--- config.mk ---
export PLATFORM = sky130hd
export DESIGN_NAME = strict_priority_send_queues_top
export DESIGN_NICKNAME = d
export VERILOG_FILES = /design/src/rtl/spsq_pkg.sv /design/src/rtl/strict_priority_send_queues_top.sv /design/src/rtl/spsq_ctrl.sv /design/src/rtl/spsq_datapath.sv
export SDC_FILE = /design/constraint.sdc
export NUM_CORES = 1
export LEC_CHECK = 0
export BUFFER_PORTS_ARGS = -buffer_cell sky130_fd_sc_hd__buf_2
export CORE_MARGIN = 1
export CORE_UTILIZATION = 40
export CTS_CLUSTER_DIAMETER = 30
export DETAILED_ROUTE_END_ITERATION = 12
export GPL_ROUTABILITY_DRIVEN = 0
export HOLD_SLACK_MARGIN = 0.12
export SETUP_SLACK_MARGIN = 0.05
export SLEW_MARGIN = 20
export SYNTH_ARGS = -nofsm -noshare
export SYNTH_HDL_FRONTEND = slang
export SYNTH_SLANG_ARGS = --single-unit
export TNS_END_PERCENT = 30
--- constraint.sdc ---
create_clock -name clk -period 6.8 [get_ports clk]
set_clock_uncertainty 0.1 [all_clocks]
set_input_delay 0.34 -clock clk [delete_from_list [all_inputs] [get_ports clk]]
set_output_delay 0.34 -clock clk [all_outputs]
set_load 0.05 [all_outputs]
--- src/rtl/spsq_pkg.sv ---
`timescale 1ns / 1ps
// ----------------------------------------------------------------------------
// spsq_pkg
// Shared types and constants for the strict-priority send queue scheduler.
// ----------------------------------------------------------------------------
package spsq_pkg;

    localparam int NUM_LEVELS  = 4;
    localparam int QUEUE_DEPTH = 16;
    localparam int MEM_DEPTH   = NUM_LEVELS * QUEUE_DEPTH;

    localparam int LVL_W  = 2;
    localparam int PTR_W  = $clog2(QUEUE_DEPTH);
    localparam int CNT_W  = $clog2(QUEUE_DEPTH + 1);
    localparam int ADDR_W = $clog2(MEM_DEPTH);
    localparam int ID_W   = 16;

    // Request types
    localparam logic [1:0] REQ_ENQUEUE = 2'd0;
    localparam logic [1:0] REQ_OFFER   = 2'd1;
    localparam logic [1:0] REQ_OUTCOME = 2'd2;

    // Send outcomes
    localparam logic [1:0] OUT_DONE    = 2'd0;
    localparam logic [1:0] OUT_PARTIAL = 2'd1;

    // Result status codes
    localparam logic [2:0] ST_ACCEPTED = 3'd0;
    localparam logic [2:0] ST_FULL     = 3'd1;
    localparam logic [2:0] ST_GRANT    = 3'd2;
    localparam logic [2:0] ST_IDLE     = 3'd3;
    localparam logic [2:0] ST_RETRY    = 3'd4;
    localparam logic [2:0] ST_ERROR    = 3'd5;

    typedef struct packed {
        logic [1:0]      req_type;
        logic [ID_W-1:0] package_id;
        logic [1:0]      priority_req;
        logic [1:0]      send_outcome;
    } req_t;

    typedef struct packed {
        logic [2:0]       status;
        logic [ID_W-1:0]  granted_id;
        logic [LVL_W-1:0] granted_level;
    } rsp_t;

    // Controller to datapath commands
    typedef struct packed {
        logic load;
        logic exec;
    } ctl_cmd_t;

endpackage

--- src/rtl/strict_priority_send_queues_top.sv ---
`timescale 1ns / 1ps
// ----------------------------------------------------------------------------
// strict_priority_send_queues_top
// Strict-priority scheduler over four FIFOs of 16-bit package identifiers.
// ----------------------------------------------------------------------------
// A transaction is taken at the rising edge where start is high and busy is
// low. busy then stays high through the execute and response states, and the
// block answers every transaction with exactly one result: result_valid is
// high in the response state only, and result must be captured then, as the
// receiver cannot hold it off. A new transaction may be started in the cycle
// after the result, so the block takes no new transaction before it has
// answered the last one. Pointers, counts, result fields and the head
// identifier from the shared queue memory's read port all register together.
// Enqueue pushes package_id into the FIFO of priority_req (level 0 highest),
// or answers full. A send offer grants the head of the remembered partial
// level if that FIFO holds anything, otherwise the head of the highest
// non-empty level, otherwise answers idle. An outcome report for the
// outstanding grant pops it and offers again (done), remembers the level and
// answers retry wait with the head left in place (partial), or answers error.
// granted_id and granted_level read as zero except on grant and retry wait.
// No clearing pass is needed after reset: only written entries reach granted_id.
// ----------------------------------------------------------------------------
module strict_priority_send_queues_top (
    input  logic            clk,
    input  logic            rst_n,
    input  logic            start,
    output logic            busy,
    input  spsq_pkg::req_t  request,
    output logic            result_valid,
    output spsq_pkg::rsp_t  result
);

    spsq_pkg::ctl_cmd_t cmd;

    // Sequence each transaction: capture, execute, present
    spsq_ctrl u_ctrl (
        .clk          (clk),
        .rst_n        (rst_n),
        .start        (start),
        .busy         (busy),
        .result_valid (result_valid),
        .cmd          (cmd)
    );

    // Hold the queues and scheduling state, form the result
    spsq_datapath u_datapath (
        .clk     (clk),
        .rst_n   (rst_n),
        .cmd     (cmd),
        .request (request),
        .result  (result)
    );

endmodule

--- src/rtl/spsq_ctrl.sv ---
`timescale 1ns / 1ps
// ----------------------------------------------------------------------------
// spsq_ctrl
// Sequencer: capture a transaction, execute it, present the result.
// ----------------------------------------------------------------------------
module spsq_ctrl (
    input  logic                clk,
    input  logic                rst_n,
    input  logic                start,
    output logic                busy,
    output logic                result_valid,
    output spsq_pkg::ctl_cmd_t  cmd
);

    localparam logic [1:0] S_IDLE = 2'd0;
    localparam logic [1:0] S_EXEC = 2'd1;
    localparam logic [1:0] S_RESP = 2'd2;

    logic [1:0] state_reg;
    logic [1:0] state_next;

    always_comb
    begin
        state_next = state_reg;
        unique case (state_reg)
            S_IDLE:
            begin
                if (start)
                begin
                    state_next = S_EXEC;
                end
            end
            S_EXEC:  state_next = S_RESP;
            S_RESP:  state_next = S_IDLE;
            default: state_next = S_IDLE;
        endcase
    end

    always_ff @(posedge clk or negedge rst_n)
    begin
        if (!rst_n)
        begin
            state_reg <= S_IDLE;
        end
        else
        begin
            state_reg <= state_next;
        end
    end

    assign busy         = (state_reg != S_IDLE);
    assign result_valid = (state_reg == S_RESP);
    assign cmd.load     = (state_reg == S_IDLE) && start;
    assign cmd.exec     = (state_reg == S_EXEC);

endmodule

--- src/rtl/spsq_datapath.sv ---
`timescale 1ns / 1ps
// ----------------------------------------------------------------------------
// spsq_datapath
// Queue memory, per-level pointers and counts, resume and grant tracking.
// ----------------------------------------------------------------------------
module spsq_datapath (
    input  logic                clk,
    input  logic                rst_n,
    input  spsq_pkg::ctl_cmd_t  cmd,
    input  spsq_pkg::req_t      request,
    output spsq_pkg::rsp_t      result
);

    spsq_pkg::req_t req_reg;

    logic [spsq_pkg::PTR_W-1:0] head_reg [spsq_pkg::NUM_LEVELS];
    logic [spsq_pkg::PTR_W-1:0] head_next [spsq_pkg::NUM_LEVELS];
    logic [spsq_pkg::PTR_W-1:0] tail_reg [spsq_pkg::NUM_LEVELS];
    logic [spsq_pkg::PTR_W-1:0] tail_next [spsq_pkg::NUM_LEVELS];
    logic [spsq_pkg::CNT_W-1:0] cnt_reg [spsq_pkg::NUM_LEVELS];
    logic [spsq_pkg::CNT_W-1:0] cnt_next [spsq_pkg::NUM_LEVELS];

    logic                       resume_valid_reg;
    logic                       resume_valid_next;
    logic [spsq_pkg::LVL_W-1:0] resume_level_reg;
    logic [spsq_pkg::LVL_W-1:0] resume_level_next;
    logic                       grant_valid_reg;
    logic                       grant_valid_next;
    logic [spsq_pkg::LVL_W-1:0] grant_level_reg;
    logic [spsq_pkg::LVL_W-1:0] grant_level_next;

    logic [2:0]                 status_reg;
    logic [2:0]                 status_next;
    logic [spsq_pkg::LVL_W-1:0] level_reg;
    logic [spsq_pkg::LVL_W-1:0] level_next;
    logic                       use_id_reg;
    logic                       use_id_next;

    logic [spsq_pkg::ID_W-1:0]  mem [spsq_pkg::MEM_DEPTH];
    logic [spsq_pkg::ID_W-1:0]  rd_data_reg;
    logic                       mem_we;
    logic [spsq_pkg::ADDR_W-1:0] mem_waddr;
    logic [spsq_pkg::ADDR_W-1:0] mem_raddr;

    function automatic logic [spsq_pkg::PTR_W-1:0] next_ptr(
        input logic [spsq_pkg::PTR_W-1:0] p
    );
        return (p == spsq_pkg::PTR_W'(spsq_pkg::QUEUE_DEPTH - 1)) ?
               '0 : p + spsq_pkg::PTR_W'(1);
    endfunction

    function automatic logic [spsq_pkg::ADDR_W-1:0] addr_of(
        input logic [spsq_pkg::LVL_W-1:0] lvl,
        input logic [spsq_pkg::PTR_W-1:0] ptr
    );
        return spsq_pkg::ADDR_W'(lvl) * spsq_pkg::ADDR_W'(spsq_pkg::QUEUE_DEPTH)
               + spsq_pkg::ADDR_W'(ptr);
    endfunction

    logic [spsq_pkg::CNT_W-1:0] eff_cnt [spsq_pkg::NUM_LEVELS];
    logic [spsq_pkg::PTR_W-1:0] eff_head [spsq_pkg::NUM_LEVELS];
    logic                       eff_rv;
    logic                       do_offer;
    logic                       found;
    logic [spsq_pkg::LVL_W-1:0] sel;
    logic [spsq_pkg::LVL_W-1:0] rd_lvl;
    logic [spsq_pkg::LVL_W-1:0] prio;
    logic [spsq_pkg::LVL_W-1:0] gl;
    logic                       prio_ok;

    always_comb
    begin
        prio              = req_reg.priority_req;
        gl                = grant_level_reg;
        prio_ok           = (32'(prio) < spsq_pkg::NUM_LEVELS);
        head_next         = head_reg;
        tail_next         = tail_reg;
        cnt_next          = cnt_reg;
        resume_valid_next = resume_valid_reg;
        resume_level_next = resume_level_reg;
        grant_valid_next  = grant_valid_reg;
        grant_level_next  = grant_level_reg;
        status_next       = spsq_pkg::ST_ERROR;
        level_next        = '0;
        use_id_next       = 1'b0;
        mem_we            = 1'b0;
        mem_waddr         = addr_of(prio, tail_reg[prio]);
        rd_lvl            = gl;
        eff_rv            = resume_valid_reg;
        do_offer          = 1'b0;
        found             = 1'b0;
        sel               = '0;

        case (req_reg.req_type)
            spsq_pkg::REQ_ENQUEUE:
            begin
                if (prio_ok)
                begin
                    if (cnt_reg[prio] >= spsq_pkg::CNT_W'(spsq_pkg::QUEUE_DEPTH))
                    begin
                        status_next = spsq_pkg::ST_FULL;
                    end
                    else
                    begin
                        mem_we          = 1'b1;
                        tail_next[prio] = next_ptr(tail_reg[prio]);
                        cnt_next[prio]  = cnt_reg[prio] + spsq_pkg::CNT_W'(1);
                        status_next     = spsq_pkg::ST_ACCEPTED;
                    end
                end
            end
            spsq_pkg::REQ_OFFER:
            begin
                do_offer = 1'b1;
            end
            spsq_pkg::REQ_OUTCOME:
            begin
                if (grant_valid_reg && (cnt_reg[gl] != '0))
                begin
                    case (req_reg.send_outcome)
                        spsq_pkg::OUT_DONE:
                        begin
                            // pop the granted head, then offer again
                            head_next[gl]     = next_ptr(head_reg[gl]);
                            cnt_next[gl]      = cnt_reg[gl] - spsq_pkg::CNT_W'(1);
                            resume_valid_next = 1'b0;
                            grant_valid_next  = 1'b0;
                            eff_rv            = 1'b0;
                            do_offer          = 1'b1;
                        end
                        spsq_pkg::OUT_PARTIAL:
                        begin
                            resume_valid_next = 1'b1;
                            resume_level_next = gl;
                            grant_valid_next  = 1'b0;
                            status_next       = spsq_pkg::ST_RETRY;
                            level_next        = gl;
                            use_id_next       = 1'b1;
                        end
                        default:
                        begin
                            status_next = spsq_pkg::ST_ERROR;
                        end
                    endcase
                end
            end
            default:
            begin
                status_next = spsq_pkg::ST_ERROR;
            end
        endcase

        eff_cnt  = cnt_next;
        eff_head = head_next;

        if (do_offer)
        begin
            if (eff_rv && (eff_cnt[resume_level_reg] != '0))
            begin
                found = 1'b1;
                sel   = resume_level_reg;
            end
            else
            begin
                if (eff_rv)
                begin
                    resume_valid_next = 1'b0;
                end
                for (int l = 0; l < spsq_pkg::NUM_LEVELS; l++)
                begin
                    if (!found && (eff_cnt[l] != '0))
                    begin
                        found = 1'b1;
                        sel   = spsq_pkg::LVL_W'(l);
                    end
                end
            end
            if (found)
            begin
                grant_valid_next = 1'b1;
                grant_level_next = sel;
                status_next      = spsq_pkg::ST_GRANT;
                level_next       = sel;
                use_id_next      = 1'b1;
                rd_lvl           = sel;
            end
            else
            begin
                grant_valid_next = 1'b0;
                status_next      = spsq_pkg::ST_IDLE;
            end
        end

        mem_raddr = addr_of(rd_lvl, eff_head[rd_lvl]);
    end

    always_ff @(posedge clk or negedge rst_n)
    begin
        if (!rst_n)
        begin
            for (int l = 0; l < spsq_pkg::NUM_LEVELS; l++)
            begin
                head_reg[l] <= '0;
                tail_reg[l] <= '0;
                cnt_reg[l]  <= '0;
            end
            resume_valid_reg <= 1'b0;
            resume_level_reg <= '0;
            grant_valid_reg  <= 1'b0;
            grant_level_reg  <= '0;
        end
        else if (cmd.exec)
        begin
            head_reg         <= head_next;
            tail_reg         <= tail_next;
            cnt_reg          <= cnt_next;
            resume_valid_reg <= resume_valid_next;
            resume_level_reg <= resume_level_next;
            grant_valid_reg  <= grant_valid_next;
            grant_level_reg  <= grant_level_next;
        end
    end

    // Payload registers: request capture, result and queue memory
    always_ff @(posedge clk)
    begin
        if (cmd.load)
        begin
            req_reg <= request;
        end
        if (cmd.exec)
        begin
            status_reg  <= status_next;
            level_reg   <= level_next;
            use_id_reg  <= use_id_next;
            rd_data_reg <= mem[mem_raddr];
            if (mem_we)
            begin
                mem[mem_waddr] <= req_reg.package_id;
            end
        end
    end

    assign result.status        = status_reg;
    assign result.granted_id    = use_id_reg ? rd_data_reg : '0;
    assign result.granted_level = level_reg;

endmodule

After elaboration in Yosys (flattened, before gate mapping). Memory sizes are Yosys's and may differ from the RTL's. A register that Yosys moved wholly into a read port is not among the register bits. Index checks and enable logic that the tools add are counted.

Memories: 1. Bits of input ports: 25. Word-level logic and storage cells: 177. Bits in writable memories: 1024. Output and inout port bits: 23. Register bits after elaboration: 88.

Memory list: u_datapath.mem (words 64, bits a word 16, rd ports 1, clocked after memory_dff 1, write ports 1, line spsq_datapath.sv:39) `logic [spsq_pkg::ID_W-1:0] mem [spsq_pkg::MEM_DEPTH];`.

Reductions and logical operators: 28. $lt $le $gt $ge: 7. Equality and inequality tests: 8. Add/subtract/negate cells: 6. Bitwise operators: 5. Mux-type cells: 98.

Operator list (count): $mux W16 (4); $mux W20 (3); $mux W1 (41); $bwmux W20 (2); $mux W4 (10); $mux W5 (8); $pmux W20 S2 (1); $bwmux W16 (2); $bmux W5 S2 (3); $reduce_bool A5 Y1 (6); $bmux W4 S2 (3); $mux W2 (11); $demux W5 S2 (2); $demux W4 S2 (2); $add A6 B4 Y6 (2); $ge A3 B3 Y1 const B (4); $not A2 Y3 (4); $add A4 B1 Y4 const B (2); $eq A4 B4 Y1 const B (2); $logic_and A1 B1 Y1 (8); $reduce_and A4 Y1 (2); $reduce_bool A2 Y1 (4); $eq A2 B1 Y1 const B (3); $logic_not A2 Y1 (3); other kinds (14) (20).

Depth between registers and ports, before layout.
Word-level depth: 38. Depth in mapped cells: 24. Depth with buffers taken out: 18.

Modules after synthesis. From an unflattened synthesis, not the netlist that was laid out.

Cells, all modules: 3241. Area, all modules: 46085.4 sq um.

Modules (own cells, without submodules): spsq_datapath (sequential area each 33522.2 sq um, times used 1, cells an instance 3232, area an instance 45987.9 sq um); spsq_ctrl (sequential area each 50.0 sq um, times used 1, cells an instance 9, area an instance 97.6 sq um).

Worst setup path after synthesis. No wires, ideal clock.

Kind: reg-to-reg. Start: reg u_datapath.cnt_reg[5] in the netlist's numbering. End: reg u_datapath.rd_data_reg[14] in the netlist's numbering (read register of u_datapath.mem) (data pin). Setup time: 0.272 ns. Stages on the path, launching flop included: 21. Slack: 1.438 ns. Arrival: 4.990 ns. Required time: 6.428 ns. Period minus slack after synthesis: 5.362 ns. Buffers on the path: 3. Cells stage by stage: dfrtp_1 -> clkbuf_1 -> mux4_2 -> inv_1 -> ha_1 -> and2_1 -> o211a_1 -> nor2_1 -> a311o_1 -> a32oi_1 -> nand3_1 -> o41a_1 -> nor2_1 -> or2_1 -> buf_2 -> mux2_2 -> nor2_2 -> buf_2 -> nand3_1 -> a41o_1 -> or4_1.

Word-level cells in the longest chain between the ends: 34. Elaborated cells on any way between the ends: 61. Those cells by class: add/sub (3); order compare (1); mux (42); bitwise (1); reduce/logical (14).

Ends and longest elaborated chain: from (decl) (line spsq_datapath.sv:20) `logic [spsq_pkg::CNT_W-1:0] cnt_reg [spsq_pkg::NUM_LEVELS];`; from (signal assigned) (line spsq_datapath.sv:216) `cnt_reg <= cnt_next;`; $bmux W5 S2 (line spsq_datapath.sv:118, spsq_datapath.sv:125); $mux W5 (implied by the code) (2 in a row) (line spsq_datapath.sv:118, spsq_datapath.sv:125); $sub A5 B1 Y5 (line spsq_datapath.sv:125) `cnt_next[gl] = cnt_reg[gl] - spsq_pkg::CNT_W'(1);`; $bwmux W20 (line spsq_datapath.sv:125); $mux W20 (line spsq_datapath.sv:120) `case (req_reg.send_outcome)`; $mux W20 (line spsq_datapath.sv:118) `if (grant_valid_reg && (cnt_reg[gl] != '0))`; $pmux W20 S2 (line spsq_datapath.sv:94) `case (req_reg.req_type)`; $reduce_bool A5 Y1 (line spsq_datapath.sv:171) `if (!found && (eff_cnt[l] != '0))`; (+16 left out); $mux W1 (line spsq_datapath.sv:158) `if (eff_rv && (eff_cnt[resume_level_reg] != '0))`; $mux W1 (line spsq_datapath.sv:156) `if (do_offer)`; $mux W2 (line spsq_datapath.sv:178) `if (found)`; $mux W2 (line spsq_datapath.sv:156); $not A2 Y3 (implied by the code) (line spsq_datapath.sv:194) `mem_raddr = addr_of(rd_lvl, eff_head[rd_lvl]);`; $bmux W4 S2 (line spsq_datapath.sv:194); $mux W4 (implied by the code) (2 in a row) (line spsq_datapath.sv:194); $add A6 B4 Y6 * (line spsq_datapath.sv:57) `+ spsq_pkg::ADDR_W'(ptr);`; to (decl) (line spsq_datapath.sv:40) `logic [spsq_pkg::ID_W-1:0] rd_data_reg;`.

Every way passes the cells marked *; elsewhere a longest branch is shown, timed or not. The select of a mux whose other input is x is not followed. A chain may end at the register's enable or synchronous reset.

Final worst setup path.
Start: reg u_datapath.cnt_reg[5] in the netlist's numbering. End: reg u_datapath.rd_data_reg[3] in the netlist's numbering (read register of u_datapath.mem) (data pin).

The elaborated chain is that of the path after synthesis.

==> impl_metrics.toml <==
[routing]
antenna_left = 0
drt_first_iter_violations = 3287
first_pass_iters = 6
wl_per_cell_um = 25.3
dr_total_vias = 29300
viasPerCell = 5.64
drt_wl_total_um = 132000
drc = 0

[run]
cap_viol_max_count = 0

[final_layout]
syn_to_final_growth_pct = 21.4
nets = 3541
final_common_cell = "edfxtp_1"
final_layout_size_suffix_gt1_frac = 0.171
mostFrequentLayoutCells = "edfxtp_1, nand2_1, mux2i_1, nand3_1, clkbuf_16"
largest_reg_flops = 1024
final_util = 0.490

[synth]
synthSimpleGateAreaFrac = 0.114
synth_nets = 3295
synth_top_family_by_area = "simple AND/OR/NAND/NOR gates"
synth_seq_cells = 1128
synthCells = 3261
yosys_warnings = 0
synth_area_leaders = "edfxtp_1, nand2_1, mux2i_1"
synth_xor_area_frac = 0.00228
yosys.area_share.adder = 0.00244
synth_edf_count = 1068
syn_area_um2 = 46200
synth-seq-area-share = 0.727
synthMuxAreaShare = 0.0745
synth_top_area_share = 0.694
syn_avg_cell_area_um2 = 14.2
synth_compound_area_frac = 0.0591
yosys.area.top_type = "edfxtp_1"
ys.flop_type = "edfxtp_1"
synth_cell_types = 77
synthArstFlopShare = 0.0532

[cts]
clk_latency_ns = 0.79
clk_path_buf_depth = 3
cts_max_level = 4
clk_pin_slew_ns = 0.06
cts_tree = "done"
cts_buffers = 191
cts-root-buf = "clkbuf_16"
cts.sinks = 1128

[global_routing]
first_global_vias = 27600
track_usage = 0.224
grt_start_max_net_pins = 78
grt_pass1_wl_um = 191000
grt_overflow_total = 0
antenna_found_initial = 6

[critical_path]
cp-end-kind = "flop"
rrSetupSlack_ns = 0.27
cp.arrival_ns = 6.94
required_ns = 7.21
crit_fanout = 39
worstSetupStartpointType = "flop"
worstSetupPathType = "flop to flop"

[power]
powerDensity_nw_per_um2 = 417
leakagePower_nw = 20.5
ir_drop_uv = 264

[floorplan]
io-pin-count = 48
die-area_um2 = 117000
initial_utilization = 0.404
num_rows = 124
dieWidth_um = 342
die_y_um = 342
coreArea_um2 = 114000

[sta]
setup_viol = 0
min_period_over_period = 0.960
max_freq_ghz = 0.153
tns_ns = 0
hold_viol_final = 0
period_needed_ns = 6.53
rsz0062_at_grt = "yes"
report.final.slew_viol_count = 0
max_slew_margin = 0.285
tightest_slew_ns = 1.06

[placed_design]
dp_hpwl_um = 77300
portBuffers = 47

[worst_hold_path]
worstHoldPathType = "input pin to async pin"

[outcome]
status = "complete, no violations"
## critical path, cell delays in order, from the launching register on
cell and delay [ns]:
dfrtp_1 0.49, mux4_2 0.56, inv_1 0.13, ha_1 0.25
and2_1 0.21, o211a_1 0.27, nor2_1 0.12, a311o_1 0.33
a32oi_1 0.27, nand3_1 0.31, o41ai_4 0.41, buf_4 0.22
nor3b_4 0.07, or4_1 0.56, o311a_4 0.25, buf_4 0.18
buf_12 0.18, buf_12 0.18, mux2i_1 0.18, a32oi_1 0.18
o211ai_1 0.17, nand4_1 0.28, or3_1 0.40
## worst paths after layout
check	startpoint	to	depth (start not counted)
worst max-delay path	u_datapath.cnt_reg[5]	u_datapath.rd_data_reg[3]	22
worst min-delay path	rst_n	u_datapath.grant_valid_reg	3
worst max register to register	u_datapath.cnt_reg[5]	u_datapath.rd_data_reg[3]	22
worst min register to register	u_datapath.resume_valid_reg	u_datapath.resume_valid_reg	1
max in group asynchronous	rst_n	u_ctrl.state_reg[1]	3
min in group clk	request[0]	u_datapath.req_reg[0]	2
## power breakdown
group	switching (W)	internal, W
combinational	0.00375	0.00194
clock	0.00353	0.00610
sequential	0.000185	0.00786
total	0.00746	0.0159
## routing by layer
layer,track usage,routed length (um),vias to the layer above,share of wire
met2,0.337,59900,1392,0.46
met3,0.0483,12300,193,0.093
met5,0,0,-,0
met1,0.324,56300,14800,0.43
met4,0.0680,3130,0,0.024
li1,-,-,13000,-
## Yosys cell counts (17+ instances only)
cell type and count:
edfxtp_1 1068, nand2_1 721, mux2i_1 267, nand3_1 236, nor2_1 103, a32oi_1 99, clkbuf_1 95, a31oi_1 70
buf_2 67, dfrtp_1 60, a21oi_1 59, o21ai_0 38, o211ai_1 37, nand4_1 34, mux2_2 33, and2_1 23
nor3_1 20, or3_1 20, mux4_2 17
## repair_timing
action                                  in CTS  in global routing
gates resized for setup                      0                  3
hold endpoints to repair                    86                  0
buffers inserted                             0                 10
hold buffers                                24                  0
endpoints found under the setup margin       0                 16
## metrics by stage
step                cell area (um^2)  hold slack (ns)  worst slack (ns)  power [W]  instances
finish                         56100            0.187             0.269     0.0234       5190
global route                   56100            0.169            0.0373     0.0242       5189
CTS                            56000            0.152             0.168     0.0234       5178
detailed placement             49100            0.379             0.171     0.0137       4791
global placement               49100            0.370             0.183     0.0137       4791
floorplan                      46200          -0.0556              1.44     0.0117       3261
## cell families (layout without fill, tap and decap cells)
kind of cell	count (synthesis)	after routing
AOI/OAI and AO/OA	376	376
xor gates and xnor gates	12	12
adders and majority gates	9	9
buffers and inverters	209	624
DFF	1128	1128
muxes	318	318
other	0	1
and+or+nand+nor	1209	1210
## cell type report
class	count	area, um^2
timing repair buffer	246	2180
inverter	15	56.3
sequential	1128	33600
multi-input combinational	1925	11800
fill	9593	58300
antenna	1	2.50
clock inverter	152	1700
tap	1512	1890
clock buffer	211	4910
No activity file was read; power rests on OpenSTA's default activity.
